$ cat config.mk
export PLATFORM = sky130hd
export DESIGN_NAME = calendar_add_hours_unit
export DESIGN_NICKNAME = d
export VERILOG_FILES = /design/src/design/cah_pkg.sv /design/src/design/cah_ctrl.sv /design/src/design/cah_dp.sv /design/src/design/calendar_add_hours_unit.sv
export VERILOG_INCLUDE_DIRS = /design/src /design/src/design
export SDC_FILE = /design/constraint.sdc
export NUM_CORES = 1
export LEC_CHECK = 0
export ABC_AREA = 1
export BUFFER_PORTS_ARGS = -buffer_cell sky130_fd_sc_hd__buf_4
export CAP_MARGIN = 15
export CORE_ASPECT_RATIO = 1.75
export CORE_UTILIZATION = 40
export DETAILED_ROUTE_END_ITERATION = 7
export GPL_TIMING_DRIVEN = 0
export PLACE_DENSITY_LB_ADDON = 0.05
export SYNTH_ARGS = -nofsm -noshare
export SYNTH_HDL_FRONTEND = slang
export SYNTH_HIERARCHICAL = 1
export SYNTH_SLANG_ARGS = --single-unit
export TNS_END_PERCENT = 30
$ cat constraint.sdc
create_clock -name clk -period 12.6 [get_ports clk]
set_input_delay 0 -clock clk [delete_from_list [all_inputs] [get_ports clk]]
set_output_delay 0 -clock clk [all_outputs]
set_load 0.03 [all_outputs]
$ cat src/design/assert_macros.svh
// Assertion macros shared by the calendar add-hours RTL.
`ifndef ASSERT_MACROS_SVH
`define ASSERT_MACROS_SVH

// Clocked check, disabled while in reset.
`define CAH_ASSERT(label, prop, msg) \
  label: assert property (@(posedge clk) disable iff (rst) (prop)) else $error(msg);

// Clocked implication check, disabled while in reset.
`define CAH_ASSERT_IMPL(label, ante, cons, msg) \
  label: assert property (@(posedge clk) disable iff (rst) (ante) |=> (cons)) else $error(msg);

`endif

$ cat src/design/cah_pkg.sv
// Types, constants and helper functions for the calendar add-hours unit.
package cah_pkg;

  localparam int unsigned YEAR_W      = 14;
  localparam int unsigned MONTH_W     = 4;
  localparam int unsigned DAY_W       = 5;
  localparam int unsigned HOUR_W      = 5;
  localparam int unsigned ADD_W       = 16;
  localparam int unsigned TOTAL_W     = 17;
  localparam int unsigned DAYS_W      = 12;
  localparam int unsigned REM100_W    = 7;
  localparam int unsigned IN_TDATA_W  = 48;
  localparam int unsigned OUT_TDATA_W = 32;

  localparam logic [YEAR_W-1:0]  YEAR_MAX     = 14'd9999;
  localparam logic [14:0]        DIV24_RECIP  = 15'd21846;  // ceil(2^16 / 3)
  localparam logic [12:0]        DIV100_RECIP = 13'd5243;   // ceil(2^19 / 100)
  localparam logic [REM100_W-1:0] REM100_LAST = 7'd99;

  localparam logic [MONTH_W-1:0] MONTH_JAN = 4'd1;
  localparam logic [MONTH_W-1:0] MONTH_FEB = 4'd2;
  localparam logic [MONTH_W-1:0] MONTH_APR = 4'd4;
  localparam logic [MONTH_W-1:0] MONTH_JUN = 4'd6;
  localparam logic [MONTH_W-1:0] MONTH_SEP = 4'd9;
  localparam logic [MONTH_W-1:0] MONTH_NOV = 4'd11;
  localparam logic [MONTH_W-1:0] MONTH_DEC = 4'd12;

  localparam logic [DAY_W-1:0]  DAY_LAST  = 5'd31;
  localparam logic [HOUR_W-1:0] HOUR_LAST = 5'd23;

  typedef enum logic [2:0] {
    ST_IDLE,
    ST_MUL,
    ST_REM,
    ST_WALK,
    ST_PUSH
  } cah_state_t;

  typedef struct packed {
    logic load;
    logic mul;
    logic rem;
    logic step;
    logic push;
  } cah_cmd_t;

  typedef struct packed {
    logic walk_done;
    logic out_free;
  } cah_status_t;

  function automatic logic [DAY_W-1:0] month_days(logic [MONTH_W-1:0] m, logic leap);
    unique case (m)
      MONTH_FEB:                               month_days = 5'd28 + {4'd0, leap};
      MONTH_APR, MONTH_JUN, MONTH_SEP, MONTH_NOV: month_days = 5'd30;
      default:                                 month_days = 5'd31;
    endcase
  endfunction

endpackage

$ cat src/design/cah_ctrl.sv
// Sequencing state machine for the calendar add-hours unit.
`include "assert_macros.svh"

module cah_ctrl
  import cah_pkg::*;
(
  input  logic        clk,
  input  logic        rst,
  input  logic        in_valid,
  output logic        in_ready,
  input  cah_status_t status,
  output cah_cmd_t    cmd
);

  cah_state_t state;
  cah_state_t state_next;

  always_ff @(posedge clk) begin
    if (rst) begin
      state <= ST_IDLE;
    end else begin
      state <= state_next;
    end
  end

  always_comb begin
    state_next = state;
    unique case (state)
      ST_IDLE: begin
        if (in_valid) state_next = ST_MUL;
      end
      ST_MUL:  state_next = ST_REM;
      ST_REM:  state_next = ST_WALK;
      ST_WALK: begin
        if (status.walk_done) state_next = ST_PUSH;
      end
      ST_PUSH: begin
        if (status.out_free) state_next = ST_IDLE;
      end
      default: state_next = ST_IDLE;
    endcase
  end

  always_comb begin
    in_ready = 1'b0;
    cmd      = '0;
    unique case (state)
      ST_IDLE: begin
        in_ready = 1'b1;
        cmd.load = in_valid;
      end
      ST_MUL:  cmd.mul = 1'b1;
      ST_REM:  cmd.rem = 1'b1;
      ST_WALK: cmd.step = !status.walk_done;
      ST_PUSH: cmd.push = status.out_free;
      default: begin
        in_ready = 1'b0;
      end
    endcase
  end

  `CAH_ASSERT(a_cmd_onehot, $onehot0({cmd.load, cmd.mul, cmd.rem, cmd.step, cmd.push}), "more than one datapath command")
  `CAH_ASSERT_IMPL(a_load_then_mul, cmd.load, cmd.mul, "multiply did not follow load")

endmodule

$ cat src/design/cah_dp.sv
// Datapath for the calendar add-hours unit: hour split, month walk, result register.
`include "assert_macros.svh"

module cah_dp
  import cah_pkg::*;
(
  input  logic                   clk,
  input  logic                   rst,
  input  cah_cmd_t               cmd,
  output cah_status_t            status,
  input  logic [IN_TDATA_W-1:0]  in_data,
  output logic                   out_valid,
  input  logic                   out_ready,
  output logic [OUT_TDATA_W-1:0] out_data,
  output logic                   out_ovf
);

  logic [YEAR_W-1:0]   year;
  logic [MONTH_W-1:0]  month;
  logic [DAYS_W-1:0]   day;
  logic [HOUR_W-1:0]   hour;
  logic [TOTAL_W-1:0]  total;
  logic [28:0]         q_prod;
  logic [26:0]         c_prod;
  logic [REM100_W-1:0] rem100;
  logic [1:0]          cent;
  logic                ovf;

  logic [YEAR_W-1:0]   in_year;
  logic [MONTH_W-1:0]  in_month;
  logic [DAY_W-1:0]    in_day;
  logic [HOUR_W-1:0]   in_hour;
  logic [ADD_W-1:0]    in_add;

  logic [DAYS_W-1:0]   quot;
  logic [TOTAL_W-1:0]  hour_diff;
  logic [REM100_W-1:0] cent_full;
  logic [YEAR_W-1:0]   year_diff;
  logic                leap;
  logic [DAY_W-1:0]    mdays;

  assign in_year  = in_data[13:0];
  assign in_month = in_data[17:14];
  assign in_day   = in_data[22:18];
  assign in_hour  = in_data[27:23];
  assign in_add   = in_data[43:28];

  // total / 24 = (total / 8) / 3, exact for the input range
  assign quot      = q_prod[27:16];
  assign hour_diff = total - ({1'b0, quot, 4'd0} + {2'b0, quot, 3'd0});
  assign cent_full = c_prod[25:19];
  assign year_diff = year - ({1'b0, cent_full, 6'd0} + {2'b0, cent_full, 5'd0}
                             + {5'd0, cent_full, 2'd0});

  assign leap   = (rem100 == '0) ? (cent == 2'd0) : (year[1:0] == 2'd0);
  assign mdays  = month_days(month, leap);

  assign status.walk_done = ovf || (day <= {{(DAYS_W-DAY_W){1'b0}}, mdays});
  assign status.out_free  = !out_valid || out_ready;

  always_ff @(posedge clk) begin
    if (cmd.load) begin
      year  <= in_year;
      month <= (in_month == '0) ? MONTH_JAN : ((in_month > MONTH_DEC) ? MONTH_DEC : in_month);
      day   <= {{(DAYS_W-DAY_W){1'b0}}, (in_day == '0) ? 5'd1 : in_day};
      total <= {{(TOTAL_W-HOUR_W){1'b0}}, in_hour} + {1'b0, in_add};
    end
    if (cmd.mul) begin
      q_prod <= total[16:3] * DIV24_RECIP;
      c_prod <= year * DIV100_RECIP;
    end
    if (cmd.rem) begin
      hour   <= hour_diff[HOUR_W-1:0];
      day    <= day + quot;
      rem100 <= year_diff[REM100_W-1:0];
      cent   <= cent_full[1:0];
      ovf    <= year > YEAR_MAX;
    end
    if (cmd.step) begin
      day <= day - {{(DAYS_W-DAY_W){1'b0}}, mdays};
      if (month == MONTH_DEC) begin
        month <= MONTH_JAN;
        if (year == YEAR_MAX) begin
          ovf <= 1'b1;
        end else begin
          year <= year + 14'd1;
          if (rem100 == REM100_LAST) begin
            rem100 <= '0;
            cent   <= cent + 2'd1;
          end else begin
            rem100 <= rem100 + 7'd1;
          end
        end
      end else begin
        month <= month + 4'd1;
      end
    end
  end

  // result register
  always_ff @(posedge clk) begin
    if (rst) begin
      out_valid <= 1'b0;
    end else if (cmd.push) begin
      out_valid <= 1'b1;
    end else if (out_ready) begin
      out_valid <= 1'b0;
    end
  end

  always_ff @(posedge clk) begin
    if (cmd.push) begin
      out_ovf <= ovf;
      if (ovf) begin
        out_data <= {4'd0, HOUR_LAST, DAY_LAST, MONTH_DEC, YEAR_MAX};
      end else begin
        out_data <= {4'd0, hour, day[DAY_W-1:0], month, year};
      end
    end
  end

  `CAH_ASSERT_IMPL(a_push_valid, cmd.push, out_valid, "pushed result not presented")
  `CAH_ASSERT_IMPL(a_hour_range, cmd.rem, hour <= HOUR_LAST, "hour out of range after split")
  `CAH_ASSERT(a_step_needed, cmd.step |-> (!ovf && day > {{(DAYS_W-DAY_W){1'b0}}, mdays}), "month step with day in range")
  `CAH_ASSERT(a_ovf_saturated, (out_valid && out_ovf) |-> (out_data[13:0] == YEAR_MAX), "overflow result not saturated")

endmodule

$ cat src/design/calendar_add_hours_unit.sv
// Calendar add-hours unit: advances a Gregorian date and hour by a count of hours.
// One request at a time. After a request is taken, the unit splits the hour sum
// into whole days and an hour of day (constant-reciprocal multiplies in the MUL
// and REM states), then walks forward one month per cycle until the day fits
// its month, then loads the result register. The month walk in the datapath
// sets how long a request takes, growing with the month boundaries crossed. A
// new request is taken while a finished result still waits in the output
// register. Start years above 9999, or a walk past 9999, give 9999-12-31 hour
// 23 with the overflow flag in tuser set.
module calendar_add_hours_unit
  import cah_pkg::*;
(
  input  logic                   clk,
  input  logic                   rst,
  input  logic                   s_axis_tvalid,
  output logic                   s_axis_tready,
  // start_year[13:0], start_month[17:14], start_day[22:18], start_hour[27:23],
  // hours_to_add[43:28], zero[47:44]
  input  logic [IN_TDATA_W-1:0]  s_axis_tdata,
  output logic                   m_axis_tvalid,
  input  logic                   m_axis_tready,
  // new_year[13:0], new_month[17:14], new_day[22:18], new_hour[27:23], zero[31:28]
  output logic [OUT_TDATA_W-1:0] m_axis_tdata,
  // year_overflow[0]
  output logic                   m_axis_tuser
);

  cah_cmd_t    cmd;
  cah_status_t status;

  cah_ctrl u_ctrl (
    .clk      (clk),
    .rst      (rst),
    .in_valid (s_axis_tvalid),
    .in_ready (s_axis_tready),
    .status   (status),
    .cmd      (cmd)
  );

  cah_dp u_dp (
    .clk       (clk),
    .rst       (rst),
    .cmd       (cmd),
    .status    (status),
    .in_data   (s_axis_tdata),
    .out_valid (m_axis_tvalid),
    .out_ready (m_axis_tready),
    .out_data  (m_axis_tdata),
    .out_ovf   (m_axis_tuser)
  );

endmodule
== Yosys cells after proc, flatten, opt, wreduce, memory -nomap -nowiden ==
Index checks and enable logic that the tools add are counted.
Operators by class
  reduce and logical (&&, ||, !) cells: 15
  multipliers: 2
  equal/unequal tests: 15
  magnitude comparators: 3
  mux-type cells: 41
  add/subtract/negate cells: 13
Operator list (number)
  $mux W14: 4
  $mux W12: 3
  $mux W7: 5
  $mul A14 B14 Y27 const B: 1
  $mul A14 B13 Y24 const B: 1
  $mux W4: 5
  $add A5 B16 Y17: 1
  $pmux W3 S5: 1
  $add A14 B1 Y14 const B: 1
  $add A7 B7 Y7: 2
  $eq A14 B14 Y1 const B: 1
  $gt A14 B14 Y1 const B: 1
  $mux W1: 13
  $add A12 B12 Y12: 1
  $eq A4 B4 Y1 const B: 3
  $le A12 B5 Y1: 1
  $sub A12 B5 Y12: 1
  $mux W2: 5
  $pmux W5 S2: 1
  $mux W3: 3
  $eq A4 B3 Y1 const B: 2
  $add A7 B1 Y7 const B: 1
  $eq A7 B7 Y1 const B: 1
  $logic_not A7 Y1: 1
  other kinds (24): 30
Word-level totals
  output and inout port bits: 35
  bits of input ports: 52
  word-level logic and storage cells: 104
  register bits: 150

== Logic depth before layout (Yosys ltp) ==
  depth after elaboration: 9
  depth in mapped cells: 27
  depth with buffers taken out: 26

== Modules after synthesis ==
Netlist, hierarchy kept.
Modules (own cells, without submodules)
  cah_dp: times used 1, sequential area each 3022.9 µm², area an instance 13649.3 µm², cells each 1670
  cah_ctrl: times used 1, sequential area each 60.1 µm², area an instance 215.2 µm², cells each 34

== Least setup slack after synthesis ==
OpenSTA, ideal clock, no wires.
  path type: reg2reg
  start: register u_dp.total[7]
  end: register u_dp.q_prod[25] (data pin)
  setup slack: 8.075 ns
  library setup time: 0.253 ns
  data arrival time: 4.272 ns
  stages on the path, launching flop included: 19
  period minus slack after synthesis: 4.525 ns
  buffers on the path: 0
  data required time: 12.347 ns
  cell sequence: edfxtp_1 ha_1 inv_1 fa_1 fa_1 inv_1 fa_1 inv_1 fa_1 inv_1 ha_1 ha_1 nand2_1 inv_1 nand3_1 nor3_1 nand3_1 nand4_1 nand2_1
On the way
  longest elaborated chain between the ends: 1
RTL lines
  start: declaration: line cah_dp.sv:22  | logic [TOTAL_W-1:0] total;
  start signal: assignment: line cah_dp.sv:66  | total <= {{(TOTAL_W-HOUR_W){1'b0}}, in_hour} + {1'b0, in_add};
  $mul A14 B14 Y27: line cah_dp.sv:69  | q_prod <= total[16:3] * DIV24_RECIP;
  end signal: assignment: line cah_dp.sv:69
  end: declaration: line cah_dp.sv:23  | logic [28:0] q_prod;
No other way between the ends.
A chain may end at the register's enable or synchronous reset.

== Worst setup path after layout ==
Same ends and word-level chain as after synthesis.

==> flow_summary_export.csv <==
group,metric,value,unit
outcome,outcome,"finished, final reports clean",
cells_and_area,final_common_cell,"inv_1",
clocking,ctsRootBufferMaster,"clkbuf_16",
synthesis,ys_ff_latch,112,
worst_setup_path,crit_path_start_kind,"flip-flop",
synthesis,synth_ff_type,"edfxtp_1",
hold_path,min_to,"u_dp/day[1]",
cells_and_area,final_cell_mix,"inv_1 (415), nand2_1 (324), ha_1 (230)",
sta,hold_viol_final,0,
worst_setup_path,arrival,5.37,ns
placed_design,io_buffers,78,
die,core,34000,um^2
sta,tightest_slew,0.901,ns
die,num_io_pins,87,
drt,wl,39500,um
die,die_area,35400,um^2
drt,first_pass_iters,5,
die,num_rows,89,
clocking,post_cts.repair.setup_buffers,0,
global_routing,grt_pass1_vias,11600,
worst_setup_path,slowest_delay,0.55,ns
clocking,cts_inserted_buffers,9,
clocking,cts_tree,"yes",
global_routing,grt_usage,0.234,
drt,postRouteAntennaNets,0,
drt,viasPerCell,4.85,
worst_setup_path,rrSetupSlack,7.35,ns
sta,setup_viol,0,
synthesis,synth_cell_type_count,41,
hold_path,holdPathStages,3,
synthesis,syn-cell-area,13900,um^2
worst_setup_path,rr_startpoint,"u_dp/total[7]",
hold_path,holdCritStartpoint,"s_axis_tdata[19]",
global_routing,grt_overflow_total,0,
drt,wire_per_inst,17.2,um
placed_design,place.gp.congestion,0.891,
job,drv_cap,0,
worst_setup_path,path_cells,"ha_1, inv_1, fa_1, fa_1, inv_1, fa_1, inv_1, fa_1, inv_1, ha_1, ha_1, a21oi_1, o21ai_0, a21oi_1, nand3_1, nand2_1, nand2_1",
cells_and_area,syn2layout_area_growth,13.5,%
cells_and_area,diodes,0,
worst_setup_path,timing.rr.end,"u_dp/q_prod[25]",
die,chipHeight,248,um
worst_setup_path,reg2reg_depth,17,
worst_setup_path,crit_fanout,5,
drt,drc,0,
synthesis,syn_avg_cell_area,8.14,um^2
sta,final.setup.tns,0,ns
clocking,h-tree-depth,3,
synthesis,synthArstFlopShare,0,
worst_setup_path,worstSetupPathType,"flip-flop to flip-flop",
sta,finalCritPeriodShare,0.417,
sta,rsz0062_at_grt,"no",
die,die_w,143,um
sta,maxSlewViolCount,0,
die,initial_utilization,0.408,
global_routing,grt_max_degree,23,
clocking,cts.path.max_buffers,2,
hold_path,hold_path.class,"input port to flip-flop",
synthesis,synth_warnings,6,
global_routing,grt_pass1_wl,60900,um
clocking,clock_sinks,112,
sta,min_period,5.25,ns
sta,slew_headroom,0.398,
drt,initialDrtViolationCount,422,
synthesis,seq_area_frac_synth,0.222,
drt,via_count,11100,
clocking,clk_latency,0.38,ns
worst_setup_path,cpMaxStageDelayCell,"fa_1",
cells_and_area,drive_gt1_frac,0.0724,
sta,clock.fmax,190,MHz
worst_setup_path,critPathCaptureType,"flip-flop",
clocking,cts.clk_slew.worst_paths,0.09,ns
sta,skew,0.0190,ns
global_routing,antenna_found_initial,0,
worst_setup_path,required,12.72,ns
synthesis,synth_edf_count,84,
synthesis,netlist_instances,1704,
placed_design,dp_hpwl,34200,um
cells_and_area,nets,2236,
worst max-delay path, delay by kind of cell (launching register included):
family,cells,cell delay (ns)
AOI/OAI and AO/OA,3,0.73
adders and majority gates,7,3.20
buffers and inverters,4,0.24
DFF,1,0.52
and+or+nand+nor,3,0.28
Yosys cell counts, drive strengths merged, types with 24 or more instances:
cell type / number / share of area
ha: 230 / 0.21
nand3: 77 / 0.029
o21ai: 70 / 0.025
xor2: 25 / 0.016
a21oi: 87 / 0.031
inv: 417 / 0.11
nor2: 111 / 0.031
nand4: 24 / 0.011
nand2: 327 / 0.089
edfxtp: 84 / 0.18
dfxtp: 28 / 0.040
fa: 121 / 0.17
cell type report:
class / instances / area, um^2
multi-input combinational: 1161 / 9150
clock buffer: 9 / 225
sequential: 112 / 3080
tap: 455 / 569
clock inverter: 7 / 103
inverter: 418 / 1570
fill: 3470 / 18200
timing repair buffer: 115 / 952
buffer: 16 / 88.8
cell families (layout without fill, tap and decap cells):
group | Yosys count | count (layout) | synth area share
AOI/OAI and AO/OA | 191 | 191 | 0.0742
xor gates and xnor gates | 45 | 45 | 0.0284
adders and majority gates | 351 | 351 | 0.382
buffers and inverters | 434 | 565 | 0.120
DFF | 112 | 112 | 0.222
other | 1 | 4 | 0.000270
and+or+nand+nor | 570 | 570 | 0.173
sequential cells by signal, summed over array words and instances, names as in the netlist:
register,cells
u_ctrl/state,3
u_dp/q_prod,12
u_dp/rem100,7
u_dp/hour,5
u_dp/ovf,1
u_dp/cent,2
u_dp/out_ovf,1
u_dp/total,17
u_dp/month,4
u_dp/out_valid,1
u_dp/day,12
u_dp/year,14
u_dp/out_data,28
u_dp/c_prod,5
through the flow:
step | area [um^2] | setup slack (ns) | hold WS (ns) | std cells | utilization
2_1_floorplan | 13900 | 8.08 | 0.0669 | 1707 | -
3_3_place_gp | 15000 | 6.76 | 0.192 | 2240 | 0.443
3_5_place_dp | 15100 | 7.37 | 0.200 | 2246 | 0.445
4_1_cts | 15700 | 7.36 | 0.0156 | 2293 | 0.463
5_1_grt | 15700 | 7.17 | 0.0382 | 2293 | 0.463
6_report | 15700 | 7.35 | 0.0363 | 2293 | 0.463
routing by layer:
layer  track usage  share of wire
met1         0.211           0.33
met2         0.485           0.58
met3        0.0211          0.017
met4         0.148          0.065
met5             0              0
worst max path at each step:
stage | from | to | slack [ns] | cells past startpoint
2_1_floorplan | u_dp/total[7] | u_dp/q_prod[25] | 8.08 | 18
3_3_place_gp | u_ctrl/state[0] | u_dp/day[9] | 6.76 | 6
6_report | u_dp/total[7] | u_dp/q_prod[25] | 7.35 | 17
4_1_cts | u_dp/total[7] | u_dp/q_prod[25] | 7.36 | 17
5_1_grt | u_dp/total[7] | u_dp/q_prod[25] | 7.17 | 17
3_5_place_dp | u_dp/total[7] | u_dp/q_prod[25] | 7.37 | 17
what timing repair did:
item | in CTS | in global routing
gates resized for setup | 0 | 0
setup endpoints to repair | 0 | 0
hold buffers | 31 | 0
endpoints found under the hold margin | 33 | 0
Power is left out: the tool's default activity adds up to more than one toggle a clock period on the data nets, which glitch-free logic cannot reach.
